===== src/rtl/tccw_pkg.sv =====
// Shared types and constants for the text console character writer.
// Used by every module under rtl; depends on nothing else.
`default_nettype none

package tccw_pkg;

   // Screen geometry
   localparam int COLUMNS = 80;
   localparam int ROWS    = 25;

   // Field widths
   localparam int CHAR_W = 8;
   localparam int ATTR_W = 8;
   localparam int ROW_W  = 5;
   localparam int COL_W  = 7;
   localparam int ADDR_W = 11;
   localparam int CELL_W = CHAR_W + ATTR_W;
   localparam int POS_W  = ROW_W + COL_W + 1;

   // Last row and column of the screen
   localparam logic [ROW_W-1:0] ROW_LAST = ROW_W'(ROWS - 1);
   localparam logic [COL_W-1:0] COL_LAST = COL_W'(COLUMNS - 1);

   // Number of distinct linear positions once reduced to the address width
   localparam int POS_LIMIT = (COLUMNS * ROWS > (1 << ADDR_W)) ? (1 << ADDR_W)
                                                              : COLUMNS * ROWS;

   // Character codes
   localparam logic [CHAR_W-1:0] CHAR_NEWLINE    = 8'h0A;
   localparam logic [CHAR_W-1:0] CHAR_BACKSPACE  = 8'h08;
   localparam logic [CHAR_W-1:0] CHAR_SPACE      = 8'h20;
   localparam logic [CHAR_W-1:0] CHAR_PRINT_LAST = 8'h7F;

   // Attribute after reset: light grey on black
   localparam logic [ATTR_W-1:0] ATTR_RESET = 8'h07;

   // One item waiting in the input register
   typedef struct packed {
      logic              valid;
      logic [CHAR_W-1:0] char_code;
   } in_item_type;

   // One result item
   typedef struct packed {
      logic              cell_write;
      logic [ADDR_W-1:0] cell_address;
      logic [CELL_W-1:0] cell_value;
      logic [ADDR_W-1:0] cursor_position;
   } result_type;

   // Linear cell index, row * COLUMNS + column, reduced to the address width
   function automatic logic [ADDR_W-1:0] linear_pos(input logic [ROW_W-1:0] row,
                                                    input logic [COL_W-1:0] col);
      logic [POS_W-1:0] full;
      full = POS_W'(row) * POS_W'(COLUMNS) + POS_W'(col);
      return full[ADDR_W-1:0];
   endfunction

endpackage

`default_nettype wire


===== src/rtl/tccw_in_reg.sv =====
// Input register of the text console character writer.
// Holds one accepted character until the result register can take it; uses tccw_pkg.
`default_nettype none

module tccw_in_reg (
   input  wire logic                        clock,
   input  wire logic                        reset,
   input  wire logic                        req_valid,
   input  wire logic [tccw_pkg::CHAR_W-1:0] req_char_code,
   output logic                             req_stall,
   input  wire logic                        out_free,
   output tccw_pkg::in_item_type            item,
   output logic                             advance
);

   logic                        valid_ff;
   logic                        valid_in;
   logic [tccw_pkg::CHAR_W-1:0] char_ff;
   logic                        take;

   // The held item moves on whenever the result register is free.
   assign advance   = valid_ff && out_free;
   assign take      = req_valid && !req_stall;
   assign req_stall = valid_ff && !out_free;

   always_comb begin
      valid_in = valid_ff;
      if (take) begin
         valid_in = 1'b1;
      end else if (advance) begin
         valid_in = 1'b0;
      end
   end

   always_ff @(posedge clock) begin
      if (reset) begin
         valid_ff <= 1'b0;
      end else begin
         valid_ff <= valid_in;
      end
   end

   // Payload needs no reset.
   always_ff @(posedge clock) begin
      if (take) begin
         char_ff <= req_char_code;
      end
   end

   assign item.valid     = valid_ff;
   assign item.char_code = char_ff;

endmodule

`default_nettype wire


===== src/rtl/tccw_cursor.sv =====
// Cursor state and per-character update of the text console character writer.
// Decodes one character, moves the cursor and forms the result; uses tccw_pkg.
`default_nettype none

module tccw_cursor (
   input  wire logic                        clock,
   input  wire logic                        reset,
   input  wire tccw_pkg::in_item_type       item,
   input  wire logic                        advance,
   input  wire logic [tccw_pkg::ATTR_W-1:0] attribute,
   output tccw_pkg::result_type             result
);

   logic [tccw_pkg::ROW_W-1:0] row_ff;
   logic [tccw_pkg::ROW_W-1:0] row_in;
   logic [tccw_pkg::COL_W-1:0] col_ff;
   logic [tccw_pkg::COL_W-1:0] col_in;
   logic [tccw_pkg::ROW_W-1:0] row_next;
   logic [tccw_pkg::ROW_W-1:0] cell_row;
   logic [tccw_pkg::COL_W-1:0] cell_col;
   logic [tccw_pkg::CHAR_W-1:0] cell_char;
   logic                        is_print;
   logic                        wr;

   // Next row with wrap to the top; there is no scrolling.
   assign row_next = (row_ff == tccw_pkg::ROW_LAST) ? '0 : row_ff + 1'b1;

   // Printable range is a space up to the last 7-bit code.
   assign is_print = (item.char_code >= tccw_pkg::CHAR_SPACE) &&
                     (item.char_code <= tccw_pkg::CHAR_PRINT_LAST);

   // Character decode and cursor movement
   always_comb begin
      row_in    = row_ff;
      col_in    = col_ff;
      cell_row  = row_ff;
      cell_col  = col_ff;
      cell_char = item.char_code;
      wr        = 1'b0;
      if (item.char_code == tccw_pkg::CHAR_NEWLINE) begin
         col_in = '0;
         row_in = row_next;
      end else if (item.char_code == tccw_pkg::CHAR_BACKSPACE) begin
         // Step back one cell, to the previous row's end, or stay at the corner.
         if (col_ff != '0) begin
            col_in = col_ff - 1'b1;
         end else if (row_ff != '0) begin
            row_in = row_ff - 1'b1;
            col_in = tccw_pkg::COL_LAST;
         end
         cell_row  = row_in;
         cell_col  = col_in;
         cell_char = tccw_pkg::CHAR_SPACE;
         wr        = 1'b1;
      end else if (is_print) begin
         wr = 1'b1;
         if (col_ff == tccw_pkg::COL_LAST) begin
            col_in = '0;
            row_in = row_next;
         end else begin
            col_in = col_ff + 1'b1;
         end
      end
   end

   // Cursor moves only when the item passes into the result register.
   always_ff @(posedge clock) begin
      if (reset) begin
         row_ff <= '0;
         col_ff <= '0;
      end else if (advance) begin
         row_ff <= row_in;
         col_ff <= col_in;
      end
   end

   // Result fields; a step without a cell write gives zero address and value.
   always_comb begin
      result.cell_write      = wr;
      result.cell_address    = wr ? tccw_pkg::linear_pos(cell_row, cell_col) : '0;
      result.cell_value      = wr ? {attribute, cell_char} : '0;
      result.cursor_position = tccw_pkg::linear_pos(row_in, col_in);
   end

endmodule

`default_nettype wire


===== src/rtl/tccw_out_reg.sv =====
// Result register of the text console character writer.
// Holds one result item until the receiver takes it; uses tccw_pkg.
`default_nettype none

module tccw_out_reg (
   input  wire logic                          clock,
   input  wire logic                          reset,
   input  wire logic                          load,
   input  wire tccw_pkg::result_type          result,
   output logic                               out_free,
   output logic                               rsp_valid,
   input  wire logic                          rsp_stall,
   output logic                               rsp_cell_write,
   output logic [tccw_pkg::ADDR_W-1:0]        rsp_cell_address,
   output logic [tccw_pkg::CELL_W-1:0]        rsp_cell_value,
   output logic [tccw_pkg::ADDR_W-1:0]        rsp_cursor_position
);

   logic                 valid_ff;
   logic                 valid_in;
   tccw_pkg::result_type result_ff;

   // Free when empty or when the held item leaves at this edge.
   assign out_free = !valid_ff || !rsp_stall;

   always_comb begin
      valid_in = valid_ff;
      if (load) begin
         valid_in = 1'b1;
      end else if (valid_ff && !rsp_stall) begin
         valid_in = 1'b0;
      end
   end

   always_ff @(posedge clock) begin
      if (reset) begin
         valid_ff <= 1'b0;
      end else begin
         valid_ff <= valid_in;
      end
   end

   always_ff @(posedge clock) begin
      if (load) begin
         result_ff <= result;
      end
   end

   assign rsp_valid           = valid_ff;
   assign rsp_cell_write      = result_ff.cell_write;
   assign rsp_cell_address    = result_ff.cell_address;
   assign rsp_cell_value      = result_ff.cell_value;
   assign rsp_cursor_position = result_ff.cursor_position;

endmodule

`default_nettype wire


===== src/rtl/text_console_char_writer_top.sv =====
// Top level of the text console character writer.
// Instantiates tccw_in_reg, tccw_cursor and tccw_out_reg; uses tccw_pkg.
//
//   Port group  Direction  Handshake             Payload
//   req_*       in         req_valid/req_stall   req_char_code
//   rsp_*       out        rsp_valid/rsp_stall   cell_write, cell_address,
//                                                cell_value, cursor_position
//   csr_*       in         csr_write_enable      csr_write_data (attribute)
//
// One item per cycle while rsp does not stall; each accepted item is held in the input register,
// passes through the cursor update and is then held in the result register, from which it is presented.
// Synchronous reset puts the cursor at the top-left and the attribute at 0x07.
// A stall on rsp holds the result; req then stalls once the input register fills.
`default_nettype none

module text_console_char_writer_top (
   input  wire logic                         clock,
   input  wire logic                         reset,
   input  wire logic                         req_valid,
   output logic                              req_stall,
   input  wire logic [tccw_pkg::CHAR_W-1:0]  req_char_code,
   output logic                              rsp_valid,
   input  wire logic                         rsp_stall,
   output logic                              rsp_cell_write,
   output logic [tccw_pkg::ADDR_W-1:0]       rsp_cell_address,
   output logic [tccw_pkg::CELL_W-1:0]       rsp_cell_value,
   output logic [tccw_pkg::ADDR_W-1:0]       rsp_cursor_position,
   input  wire logic                         csr_write_enable,
   input  wire logic [tccw_pkg::ATTR_W-1:0]  csr_write_data
);

   logic [tccw_pkg::ATTR_W-1:0] attr_ff;
   logic                        out_free;
   logic                        advance;
   tccw_pkg::in_item_type       item;
   tccw_pkg::result_type        result;

   // Attribute register
   always_ff @(posedge clock) begin
      if (reset) begin
         attr_ff <= tccw_pkg::ATTR_RESET;
      end else if (csr_write_enable) begin
         attr_ff <= csr_write_data;
      end
   end

   tccw_in_reg u_in_reg (
      .clock         (clock),
      .reset         (reset),
      .req_valid     (req_valid),
      .req_char_code (req_char_code),
      .req_stall     (req_stall),
      .out_free      (out_free),
      .item          (item),
      .advance       (advance)
   );

   tccw_cursor u_cursor (
      .clock     (clock),
      .reset     (reset),
      .item      (item),
      .advance   (advance),
      .attribute (attr_ff),
      .result    (result)
   );

   tccw_out_reg u_out_reg (
      .clock               (clock),
      .reset               (reset),
      .load                (advance),
      .result              (result),
      .out_free            (out_free),
      .rsp_valid           (rsp_valid),
      .rsp_stall           (rsp_stall),
      .rsp_cell_write      (rsp_cell_write),
      .rsp_cell_address    (rsp_cell_address),
      .rsp_cell_value      (rsp_cell_value),
      .rsp_cursor_position (rsp_cursor_position)
   );

   // The cursor never leaves the screen.
   a_cursor_on_screen: assert property (@(posedge clock) disable iff (reset)
      rsp_valid |-> ({1'b0, rsp_cursor_position} <
                     (tccw_pkg::ADDR_W + 1)'(tccw_pkg::POS_LIMIT)))
      else $error("cursor position beyond the screen");

   // Written cells are on screen too.
   a_cell_on_screen: assert property (@(posedge clock) disable iff (reset)
      rsp_valid && rsp_cell_write |->
         ({1'b0, rsp_cell_address} < (tccw_pkg::ADDR_W + 1)'(tccw_pkg::POS_LIMIT)))
      else $error("cell address beyond the screen");

   // An item without a cell write carries zero address and value.
   a_no_write_zero: assert property (@(posedge clock) disable iff (reset)
      rsp_valid && !rsp_cell_write |-> (rsp_cell_address == '0) && (rsp_cell_value == '0))
      else $error("address or value set without a cell write");

   // Both registers come out of reset empty.
   a_reset_empty: assert property (@(posedge clock)
      reset |=> !rsp_valid && !req_stall)
      else $error("pipeline not empty after reset");

endmodule

`default_nettype wire

===== config.mk =====
export PLATFORM = sky130hd
export DESIGN_NAME = text_console_char_writer_top
export DESIGN_NICKNAME = d
export VERILOG_FILES = /design/src/rtl/tccw_pkg.sv /design/src/rtl/tccw_in_reg.sv /design/src/rtl/tccw_cursor.sv /design/src/rtl/tccw_out_reg.sv /design/src/rtl/text_console_char_writer_top.sv
export SDC_FILE = /design/constraint.sdc
export NUM_CORES = 1
export LEC_CHECK = 0
export BUFFER_PORTS_ARGS = -buffer_cell sky130_fd_sc_hd__buf_2
export CAP_MARGIN = 20
export CORE_UTILIZATION = 26
export DETAILED_ROUTE_END_ITERATION = 10
export GPL_TIMING_DRIVEN = 1
export PLACE_DENSITY = 0.46
export REMOVE_ABC_BUFFERS = 1
export SYNTH_ARGS = -nofsm -noshare
export SYNTH_HDL_FRONTEND = slang
export SYNTH_HIERARCHICAL = 1
export SYNTH_SLANG_ARGS = --single-unit

===== constraint.sdc =====
create_clock -name clock -period 4.65 [get_ports clock]
set_clock_uncertainty 0.15 [all_clocks]
set_input_delay 0.93 -clock clock [delete_from_list [all_inputs] [get_ports clock]]
set_output_delay 0.93 -clock clock [all_outputs]
set_load 0.02 [all_outputs]

# Yosys cells after proc, flatten, opt, wreduce, memory -nomap -nowiden
# Index checks and enable logic that the tools add are counted.
# totals
ff_bits,69
out_inout_bits,41
word_cells,64
# classes
n_addsub,6
mul,2
order_cmp,2
n_eq_ne,4
mux,26
n_reduce_logical,14
# op_table
op,n
2-to-1 mux 7 bit,8
2-to-1 mux 5 bit,9
adder 11 x 7 -> 11 bit,2
equality test 8 x 4 -> 1 bit (second input constant),2
2-to-1 mux 8 bit,2
multiplier 5 x 3 -> 7 bit (second input constant),2
>= comparator 8 x 6 -> 1 bit (second input constant),1
less-or-equal comparator 8 x 7 -> 1 bit (second input constant),1
adder 7 x 1 -> 7 bit (second input constant),1
equality test 7 bit (second input constant),1
2-to-1 mux 1 bit,7
nonzero test 7 bit,1
subtractor 7 x 1 -> 7 bit (second input constant),1
adder 5 x 1 -> 5 bit (second input constant),1
equality test 5 bit (second input constant),1
logical AND 1 bit,5
nonzero test 5 bit,1
subtractor 5 x 1 -> 5 bit (second input constant),1
zero test 1 bit,4
nonzero test 2 bit,2
logical OR 1 bit,1

# Logic depth before layout (Yosys ltp)
# Gate-level depths: netlist of run 1.
# depth
word_depth,8
mapped_depth,17

# By module
# The synthesis of run 1 kept the hierarchy.
# by_module_without_submodules
module,n_inst,cells_each,area_per_inst_um2
tccw_cursor,1,332,2414.8
tccw_out_reg,1,43,1203.7
tccw_in_reg,1,14,304.0
text_console_char_writer_top,1,26,296.5

# Worst setup path before layout of run 1
# Ideal clock, no wire load.
# synth_timing
path_kind,register -> register
start,reg u_in_reg/char_ff[7] (netlist name)
end,reg u_out_reg.result_ff (netlist bit u_out_reg/rsp_cursor_position[10]) (data pin)
setup_time_ps,258
t_arrival_ps,3646
required_ps,4242
slack_ps,597
path_stages_with_launch,14
path_cell_list,edfxtp_1 -> or4_1 -> buf_2 -> or2_1 -> buf_2 -> a221oi_1 -> nor3_1 -> ha_1 -> ha_1 -> fa_1 -> xnor2_1 -> or3b_2 -> xnor2_1 -> xnor2_1
# synth_lines
item,line_no,rtl
"start, declared",tccw_in_reg.sv:18,logic [tccw_pkg::CHAR_W-1:0] char_ff;
"start signal, assigned",tccw_in_reg.sv:46,char_ff <= req_char_code;
"end signal, assigned",tccw_out_reg.sv:45,result_ff <= result;
"end, declared",tccw_out_reg.sv:21,tccw_pkg::result_type result_ff;

==> results of run 1 <==
[state kept, by name, summed over array words and instances (netlist names), 5 cells and up]
name and flops:
u_out_reg/rsp_cell_value 16, u_out_reg/rsp_cell_address 11, u_out_reg/rsp_cursor_position 11, attr_ff 8
u_in_reg/char_ff 8, u_cursor/col_ff 7, u_cursor/row_ff 5
[per-stage QoR]
step	instances	instance area, um^2	worst slack [ns]	power, mW	util (%)
3_5_place_dp	683	4770	0.205	0.881	30.2
3_3_place_gp	683	4770	0.199	0.882	30.2
4_1_cts	699	5130	0.182	1.71	32.4
6_report	699	5150	0.222	1.68	32.5
2_1_floorplan	386	4050	0.369	0.813	-
5_1_grt	699	5150	0.0409	1.75	32.5
[cell type report]
type                            count  area [um^2]
Clock buffer                       13          270
Clock inverter                      3         90.1
Fill cell                        1654        10700
Inverter                           22         82.6
Multi-Input combinational cell    295         2130
Sequential cell                    69         1850
Tap cell                          216          270
Timing Repair Buffer               81          455
[power by group through the flow]
stage | Clock, mW | Sequential, mW | Combinational (mW)
floorplan | 0 | 0.733 | 0.0805
global placement | 0 | 0.712 | 0.170
detailed placement | 0 | 0.712 | 0.169
CTS | 0.837 | 0.700 | 0.170
global route | 0.859 | 0.702 | 0.185
finish | 0.814 | 0.699 | 0.170
[path summary, 6_finish.rpt]
| path | to | slack (ns) | depth (start not counted) |
|---|---|---|---|
| worst min register to register | attr_ff[5] | 0.34 | 2 |
| worst max-delay path | u_out_reg/rsp_cursor_position[10] | 0.22 | 11 |
| worst min-delay path | attr_ff[5] | 0.34 | 2 |
| worst max register to register | u_out_reg/rsp_cursor_position[10] | 0.22 | 11 |
[worst reg2reg max path: cells and delay by family, from the launching register on]
family          cells  cell delay (ns)
compound gates      1             0.44
flops               1             0.42
xor+xnor            3             0.43
fa+ha+maj           3             0.95
simple gates        4             1.78
[per-layer routing]
layer / track usage [%] / vias up / routed length [um]
met5: 0 / - / 0
met4: 5.74 / 0 / 194
met3: 3.63 / 14 / 537
met2: 21.8 / 84 / 4940
met1: 17.9 / 1567 / 5020
li1: - / 1637 / -
[layout by cell type (no fill, tap or decap), types with 6 or more instances in the layout]
cell and count:
a21o_1 9, a21oi_1 23, and2_1 7, buf_2 61, buf_4 20, clkbuf_16 9
dfxtp_1 22, edfxtp_1 47, ha_1 24, inv_1 21, mux2i_1 6, nand2_1 22
nand3_1 8, nor2_1 31, nor2b_1 17, nor3_1 12, o21ai_0 20, xnor2_1 15
==> results by group, run 1 <==
Outcome
  – Status: complete, no violations

Power
  – Switch Pwr: between 0.3 and 0.4 mW
  – Logic pwr share: 10.1%
  – Sequential share of power: around two fifths
  – Internal power: approximately 1.3 mW
  – Power Dens Cells: 327 nW/um^2
  – Static Leak: 2.09 nW
  – Clock Power Share: about half
  – Max rail drop VDD: about 0.00018 V
  – Sw Ratio: a little over a fifth

Timing
  – Setup tns final: 0 ns
  – Final period utilization: between 90 and 100%
  – Slew @ Worst Pin: 0.694 ns
  – Fmax: 0.226 GHz
  – Tmin final: approximately 4.4 ns
  – RSZ-0062 raised after global routing: false
  – Endpoints failing setup: 0
  – Final slew viol count: 0
  – Final Hold Fails: 0
  – Max transition margin: about 54%
  – Hold_ws: ~0.34 ns

GRT
  – Total Routing Usage GR: between 10% and 20%
  – Initial antenna violation count: 0
  – Total grt overflow: 0
  – First-pass GRT wire length: around 17 mm
  – Largest net degree at the start of global routing: between 50 and 60
  – Vias in the first global route: roughly 3300

Yosys
  – Synth Instances: around 410
  – Avg Inst Size Synth: between 10 and 15 um^2
  – YS warnings: 6
  – Synth Cell Area: around 4200 um^2

Job
  – MaxCap Viol Count: 0

Routing
  – Avg WL per Cell: 15.3 um
  – Starting DRC count in detailed routing: ~190
  – DRC: 0
  – Remaining antenna violation count: 0
  – Routed WL: about 11 mm
  – Vias per cell: approximately 4.7
  – Total number of vias: roughly 3300
  – First-pass DRT Iterations: 5

Setup path
  – CP Data Required Time: between 4 and 5 ns
  – Cell mode on critical path: xnor2_1
  – CP Launch Type: flop
  – Start point of the critical path: u_in_reg/char_ff[7]
  – Worst R2R Start: u_in_reg/char_ff[7]
  – WP data arrival: roughly 4.4 ns
  – Slowest cell on crit path: or4_1
  – WP buf/inv: 0
  – Crit Path Max Fanout: 8
  – Crit path capture type: flop
  – CP delay by family, top: simple AND/OR/NAND/NOR gates
  – Max stage delay on crit path: 0.76 ns
  – Critical-path cell list: or4_1 -> or2_1 -> a221oi_1 -> nor3_1 -> ha_1 -> ha_1 -> fa_1 -> xnor2_1 -> or3b_2 -> xnor2_1 -> xnor2_1
  – Crit path kind: reg2reg

Clock network
  – Longest Clk Path Bufs: 2
  – CTS sink count: 69
  – Clock-pin slew on the worst setup and hold paths: about 0.050 ns
  – H-tree levels: 3
  – CTS Root Cell: clkbuf_16
  – Clk_lat worst skew: roughly 0.33 ns
  – Hold_buf cts: 0
  – Post-CTS sizing: 0
  – Setup bufs post-CTS: 0
  – TritonCTS clock tree: yes
  – TritonCTS Buffers: 9

Floorplan
  – Die area: roughly 17000 um^2
  – Rows: 46
  – IO Count: 62
  – Starting Density: between 20% and 30%
  – Chip height: 129 um
  – CORE AREA: between 15000 and 20000 um^2
  – Floorplan die width: approximately 130 um

Worst hold path
  – Hold Path Origin: attr_ff[5]
  – Worst hold-check path type: reg2reg

Final layout
  – Area grow syn2layout: 22.3%
  – Layout cells sized above 1: between 20% and 30%
  – Layout Nets: 527
  – # diodes: 0

Placed design
  – PortBufs: about 60
  – Gp weighted congestion: around 0.85
  – Post-DP HPWL: just under 8 mm
Note: power is estimated with default switching activity, not from simulation.
==> run 2: changes to the inputs <==
--- a/config.mk
+++ b/config.mk
@@ -7,10 +7,12 @@
 export LEC_CHECK = 0
 export BUFFER_PORTS_ARGS = -buffer_cell sky130_fd_sc_hd__buf_2
 export CAP_MARGIN = 20
+export CELL_PAD_IN_SITES_DETAIL_PLACEMENT = 0
+export CELL_PAD_IN_SITES_GLOBAL_PLACEMENT = 2
 export CORE_UTILIZATION = 26
 export DETAILED_ROUTE_END_ITERATION = 10
 export GPL_TIMING_DRIVEN = 1
-export PLACE_DENSITY = 0.46
+export PLACE_DENSITY = 0.63
 export REMOVE_ABC_BUFFERS = 1
 export SYNTH_ARGS = -nofsm -noshare
 export SYNTH_HDL_FRONTEND = slang
==> run 2 against run 1 <==
Sequential power barely moved. Non-clock buffer count fell by 2. Sequential share of layout area rose by 0.35 points. Worst setup slack improved by 0.065 ns. First-iteration DRC count fell by 22%. Count of clock-buffer cells in the layout fell by 2. Critical path depth rose by 1. Cell count fell by 0.29%. Worst hold slack barely moved. Cell area fell by 0.97%. Power fell by 2.3%. Critical path type unchanged. Largest cell class unchanged.
==> results by group, run 2 (synthesis gave the netlist of run 1 again) <==
Final layout
  – Layout cells sized above 1: between 20% and 30%
  – Design area: about 5100 um^2
  – Layout Nets: approximately 530
  – Fill cells: approximately 1700
  – FF/Latch Area: around 1900 um^2
  – # diodes: 0
  – Finished Layout Cells: between 600 and 700
  – Most common cell after layout, fill and taps aside: buf_2
  – Area grow syn2layout: 21.1%
  – Multi-input gate area: 2120 um^2
  – Max FFs per register: 16
  – Most frequent cells in the layout: buf_2 (61), edfxtp_1 (47), nor2_1 (31)

Setup path
  – Crit path kind: reg2reg
  – WP data arrival: approximately 4.3 ns
  – CP Launch Type: flop
  – CP Data Required Time: ~4.6 ns
  – Crit path capture type: flop
  – Crit Path Max Fanout: 8

Timing
  – Endpoints failing setup: 0
  – Setup tns final: 0 ns
  – Final Hold Fails: 0
  – Max transition margin: 48.1%
  – Tmin final: 4.36 ns
  – Slew @ Worst Pin: 0.777 ns
  – Final period utilization: 93.8%
  – Fmax: between 0.2 and 0.25 GHz
  – Final worst setup slack: approximately 0.29 ns
  – RSZ-0062 raised after global routing: false
  – Hold_ws: between 0.3 and 0.4 ns
  – Final slew viol count: 0

GRT
  – First-pass GRT wire length: between 15 and 20 mm
  – Total grt overflow: 0
  – Total Routing Usage GR: between 10 and 15%
  – Vias in the first global route: 3306
  – Largest net degree at the start of global routing: 52
  – Initial antenna violation count: 0

Routing
  – Vias per cell: between 4 and 5
  – First-pass DRT Iterations: 5
  – Avg WL per Cell: 16.2 um
  – DRC: 0
  – Remaining antenna violation count: 0
  – Starting DRC count in detailed routing: ~150
  – Routed WL: between 10 and 15 mm
  – Total number of vias: ~3300

Power
  – Static Leak: ~2.1 nW
  – Sw Ratio: between 20% and 30%
  – Internal power: roughly 1.2 mW
  – Power Dens Cells: between 300 and 400 nW/um^2
  – Clock Power Share: 47.3%
  – Max rail drop VDD: between 0.00015 and 0.0002 V
  – Switch Pwr: between 0.3 and 0.4 mW
  – Sequential share of power: roughly 43%
  – Logic pwr share: roughly a tenth

Outcome
  – Status: complete, no violations

Placed design
  – PortBufs: 61
  – Placed instance area: around 4800 um^2
  – Post-DP HPWL: approximately 8.2 mm
  – Dpl ws: 0.305 ns
  – Placed insts: a little under 700
  – Gp weighted congestion: 0.827

Clock network
  – CTS sink count: about 70
  – TritonCTS clock tree: yes
  – Setup bufs post-CTS: 0
  – CTS Root Cell: clkbuf_16
  – Clk_lat worst skew: approximately 0.34 ns
  – TritonCTS Buffers: 9
  – H-tree levels: 3
  – Post-CTS sizing: 0
  – Hold_buf cts: 0
  – Clock-pin slew on the worst setup and hold paths: 0.06 ns
  – Longest Clk Path Bufs: 2

Floorplan
  – Starting Density: 26.6%
  – IO Count: 62
  – CORE AREA: roughly 16000 um^2
  – Floorplan die width: between 100 and 150 um
  – Die area: between 15000 and 20000 um^2
  – Rows: 46
  – Chip height: approximately 130 um

Job
  – MaxCap Viol Count: 0

Worst hold path
  – Worst hold-check path type: reg2reg
[run 2: power by group through the flow]
stage / clock [mW] / sequential (mW) / combinational [mW]
after floorplan: 0 / 0.733 / 0.0805
after global placement: 0 / 0.711 / 0.170
after detailed placement: 0 / 0.711 / 0.170
after CTS: 0.800 / 0.698 / 0.170
after global routing: 0.827 / 0.701 / 0.184
final: 0.777 / 0.698 / 0.169
[run 2: worst max-delay path, cell delays in order (launching register included)]
cell	delay (ns)
edfxtp_1	0.42
or4_1	0.75
nor4_4	0.53
a21boi_0	0.18
and3b_1	0.29
nor2_1	0.09
ha_1	0.21
ha_1	0.21
fa_1	0.38
xnor2_1	0.16
or3b_2	0.48
xnor2_1	0.15
xnor2_1	0.12
[run 2: final cells by class]
class                   instances  area share [%]
repair buffers                 79            8.64
clock buffers                  11            4.98
multi-input cells             295            41.5
inverters                      22            1.62
flip-flops and latches         69            36.3
clock inverters                 5            1.60
well taps                     216            5.30
[run 2: path summary, 6_finish.rpt]
path,startpoint,to,slack (ns),cells after the start
worst max-delay path,u_in_reg/char_ff[7],u_out_reg/rsp_cursor_position[10],0.29,12
worst min-delay path,attr_ff[7],attr_ff[7],0.34,2
worst max register to register,u_in_reg/char_ff[7],u_out_reg/rsp_cursor_position[10],0.29,12
worst min register to register,attr_ff[7],attr_ff[7],0.34,2
[run 2: stage by stage]
step                      power, mW  utilization (%)
after CTS                      1.67             32.2
after detailed placement      0.881             30.1
after floorplan               0.813                -
after global routing           1.71             32.2
after global placement        0.881             30.1
final                          1.64             32.2
[run 2: metal layers]
| metal | share of wire, % | vias to the layer above | GRT usage [%] |
|---|---|---|---|
| li1 | - | 1636 | - |
| met1 | 48 | 1625 | 19.2 |
| met2 | 48 | 56 | 22.5 |
| met3 | 2.9 | 14 | 2.19 |
| met4 | 1.7 | 0 | 6.23 |
| met5 | 0 | - | 0 |
==> run 3: changes to the inputs <==
--- a/config.mk
+++ b/config.mk
@@ -7,12 +7,12 @@
 export LEC_CHECK = 0
 export BUFFER_PORTS_ARGS = -buffer_cell sky130_fd_sc_hd__buf_2
 export CAP_MARGIN = 20
-export CELL_PAD_IN_SITES_DETAIL_PLACEMENT = 0
-export CELL_PAD_IN_SITES_GLOBAL_PLACEMENT = 2
+export CELL_PAD_IN_SITES_DETAIL_PLACEMENT = 1
+export CELL_PAD_IN_SITES_GLOBAL_PLACEMENT = 1
 export CORE_UTILIZATION = 26
 export DETAILED_ROUTE_END_ITERATION = 10
 export GPL_TIMING_DRIVEN = 1
-export PLACE_DENSITY = 0.63
+export PLACE_DENSITY = 0.54
 export REMOVE_ABC_BUFFERS = 1
 export SYNTH_ARGS = -nofsm -noshare
 export SYNTH_HDL_FRONTEND = slang
==> constraint.sdc (replaced) <==
create_clock -name clock -period 4.4 [get_ports clock]
set_clock_uncertainty 0.15 [all_clocks]
set_input_delay 0.88 -clock clock [delete_from_list [all_inputs] [get_ports clock]]
set_output_delay 0.88 -clock clock [all_outputs]
set_load 0.02 [all_outputs]
==> run 3 against run 2 <==
Count of clock-buffer cells in the layout fell by 2. Critical endpoint unchanged. Utilization grew 0.83 points. Register-to-register slack worse by 0.09 ns. Critical path type unchanged. First-iteration DRC count grew 7.6%. Largest power group unchanged. Non-clock buffer count rose by 20. Clock power hardly changed. Power up 3.7%. Highest routed layer unchanged.
==> results by group, run 3 (synthesis gave the netlist of run 1 again) <==
Worst hold path
  – Hold endpoint: attr_ff[5]
  – Hold Path Origin: attr_ff[5]
  – Cell count of the worst hold path: 2
  – Worst hold-check path type: reg2reg

Timing
  – Final period utilization: a little over nine tenths
  – Setup tns final: 0 ns
  – Slew @ Worst Pin: just over 0.7 ns
  – Tmin final: about 4.2 ns
  – Endpoints failing setup: 0
  – Final slew viol count: 0
  – Fmax: about 0.24 GHz
  – Max transition margin: between 50% and 60%
  – RSZ-0062 raised after global routing: false
  – Final Hold Fails: 0

Final layout
  – Layout cells sized above 1: roughly 28%
  – Core Util, Final: 33.0%
  – Layout Nets: around 550
  – Most common cell after layout, fill and taps aside: buf_2
  – Area grow syn2layout: 24.2%
  – Max FFs per register: 16
  – # diodes: 0
  – Fill cells: 1840
  – Most frequent cells in the layout: buf_2 (61), edfxtp_1 (47), buf_4 (38)

Clock network
  – Hold_buf cts: 0
  – TritonCTS clock tree: yes
  – Longest Clk Path Bufs: 2
  – CTS Root Cell: clkbuf_16
  – CTS sink count: 69
  – TritonCTS Buffers: 9
  – Clock-pin slew on the worst setup and hold paths: 0.06 ns
  – H-tree levels: 3
  – Clk_lat worst skew: about 0.34 ns

GRT
  – Vias in the first global route: ~3400
  – Total grt overflow: 0
  – Largest net degree at the start of global routing: 52
  – Initial antenna violation count: 0
  – First-pass GRT wire length: between 15 and 20 mm
  – Total Routing Usage GR: between 10 and 15%

Routing
  – First-pass DRT Iterations: 4
  – Remaining antenna violation count: 0
  – Total number of vias: around 3400
  – Vias per cell: 4.81
  – Avg WL per Cell: between 15 and 20 um
  – Routed WL: 11.8 mm
  – Starting DRC count in detailed routing: between 150 and 200
  – DRC: 0

Floorplan
  – Starting Density: a little over a quarter
  – Chip height: ~130 um
  – Die area: approximately 17000 um^2
  – Rows: 46
  – Floorplan die width: 129 um
  – IO Count: 62
  – CORE AREA: between 15000 and 20000 um^2

Power
  – Clock Power Share: 45.7%
  – Sequential share of power: between 40% and 50%
  – Static Leak: ~2.2 nW
  – Max rail drop VDD: 0.000182 V
  – Logic pwr share: between 10% and 20%
  – Internal power: approximately 1.3 mW
  – Switch Pwr: approximately 0.42 mW
  – Power Dens Cells: 326 nW/um^2
  – Sw Ratio: 24.5%

Setup path
  – Slowest cell on crit path: or3b_2
  – Worst Reg-to-Reg Cells: 12
  – Max stage delay on crit path: 0.51 ns
  – CP Launch Type: flop
  – Worst R2R Start: u_cursor/col_ff[5]
  – CP Data Required Time: 4.34 ns
  – R2R Path End: u_out_reg/rsp_cursor_position[10]
  – Cell mode on critical path: xnor2_1
  – CP delay by family, top: simple AND/OR/NAND/NOR gates
  – WP data arrival: between 4 and 5 ns
  – Critical-path cell list: or3b_2 -> nor3_1 -> a21oi_1 -> a221oi_1 -> nor3_1 -> ha_1 -> ha_1 -> fa_1 -> xnor2_1 -> or3b_2 -> xnor2_1 -> xnor2_1
  – WP depth: 12
  – Crit path capture type: flop
  – R2R setup slack: approximately 0.20 ns
  – Crit Path Max Fanout: 11
  – WP buf/inv: 0
  – Crit path kind: reg2reg

Placed design
  – PortBufs: between 60 and 70
  – Post-DP HPWL: 8.73 mm
  – Gp weighted congestion: around 0.85

Outcome
  – Status: complete, no violations

Job
  – MaxCap Viol Count: 0
==> run 3: per-layer routing <==
layer  wire (um)  part of all wire [%]  track usage [%]
met3         437                   3.7             2.85
met4         270                   2.3             7.20
met2        5260                    45             22.5
met5           0                     0                0
met1        5820                    49             20.0
==> run 3: layout make-up <==
type / count / area [um^2] / area share [%]
Multi-Input combinational cell: 295 / 2120 / 40.6
Sequential cell: 69 / 1850 / 35.4
Inverter: 22 / 82.6 / 1.58
Clock inverter: 6 / 87.6 / 1.67
Tap cell: 216 / 270 / 5.17
Clock buffer: 9 / 225 / 4.31
Timing Repair Buffer: 99 / 591 / 11.3
==> run 3: worst min-delay path, stage by stage (launching register included) <==
cell and delay, ns:
dfxtp_1 0.32, mux2i_1 0.07, nor2_1 0.07
==> run 3: power groups by stage <==
stage	Clock (mW)	Combinational [mW]	Sequential [mW]
CTS	0.804	0.188	0.739
finish	0.779	0.188	0.739
global placement	0	0.186	0.751
global route	0.834	0.204	0.741
floorplan	0	0.0851	0.774
detailed placement	0	0.187	0.752
==> run 3: how the worst max path moves through the flow <==
stage	start	end	slack [ns]
2_1_floorplan	u_in_reg/char_ff[7]	u_out_reg/rsp_cursor_position[10]	0.12
3_3_place_gp	u_cursor/col_ff[0]	u_out_reg/rsp_cell_address[10]	0.1
3_5_place_dp	u_cursor/col_ff[0]	u_out_reg/rsp_cell_address[10]	0.06
4_1_cts	u_cursor/col_ff[0]	u_out_reg/rsp_cell_address[10]	0.04
5_1_grt	u_cursor/col_ff[0]	u_out_reg/rsp_cell_address[10]	0.008
6_report	u_cursor/col_ff[5]	u_out_reg/rsp_cursor_position[10]	0.20
==> run 3: repair_timing <==
item	in CTS	in global routing
endpoints found under the setup margin	0	2
setup buffers	0	3
resized for setup	0	2
==> run 3: through the flow <==
step	power, mW	worst slack, ns	hold slack, ns	instance area [um^2]	instances
6_report	1.70	0.198	0.340	5230	716
5_1_grt	1.78	0.00782	0.366	5230	716
4_1_cts	1.73	0.0400	0.343	5190	712
3_5_place_dp	0.939	0.0606	0.328	4880	697
3_3_place_gp	0.937	0.0990	0.316	4880	697
2_1_floorplan	0.860	0.119	0.302	4050	386
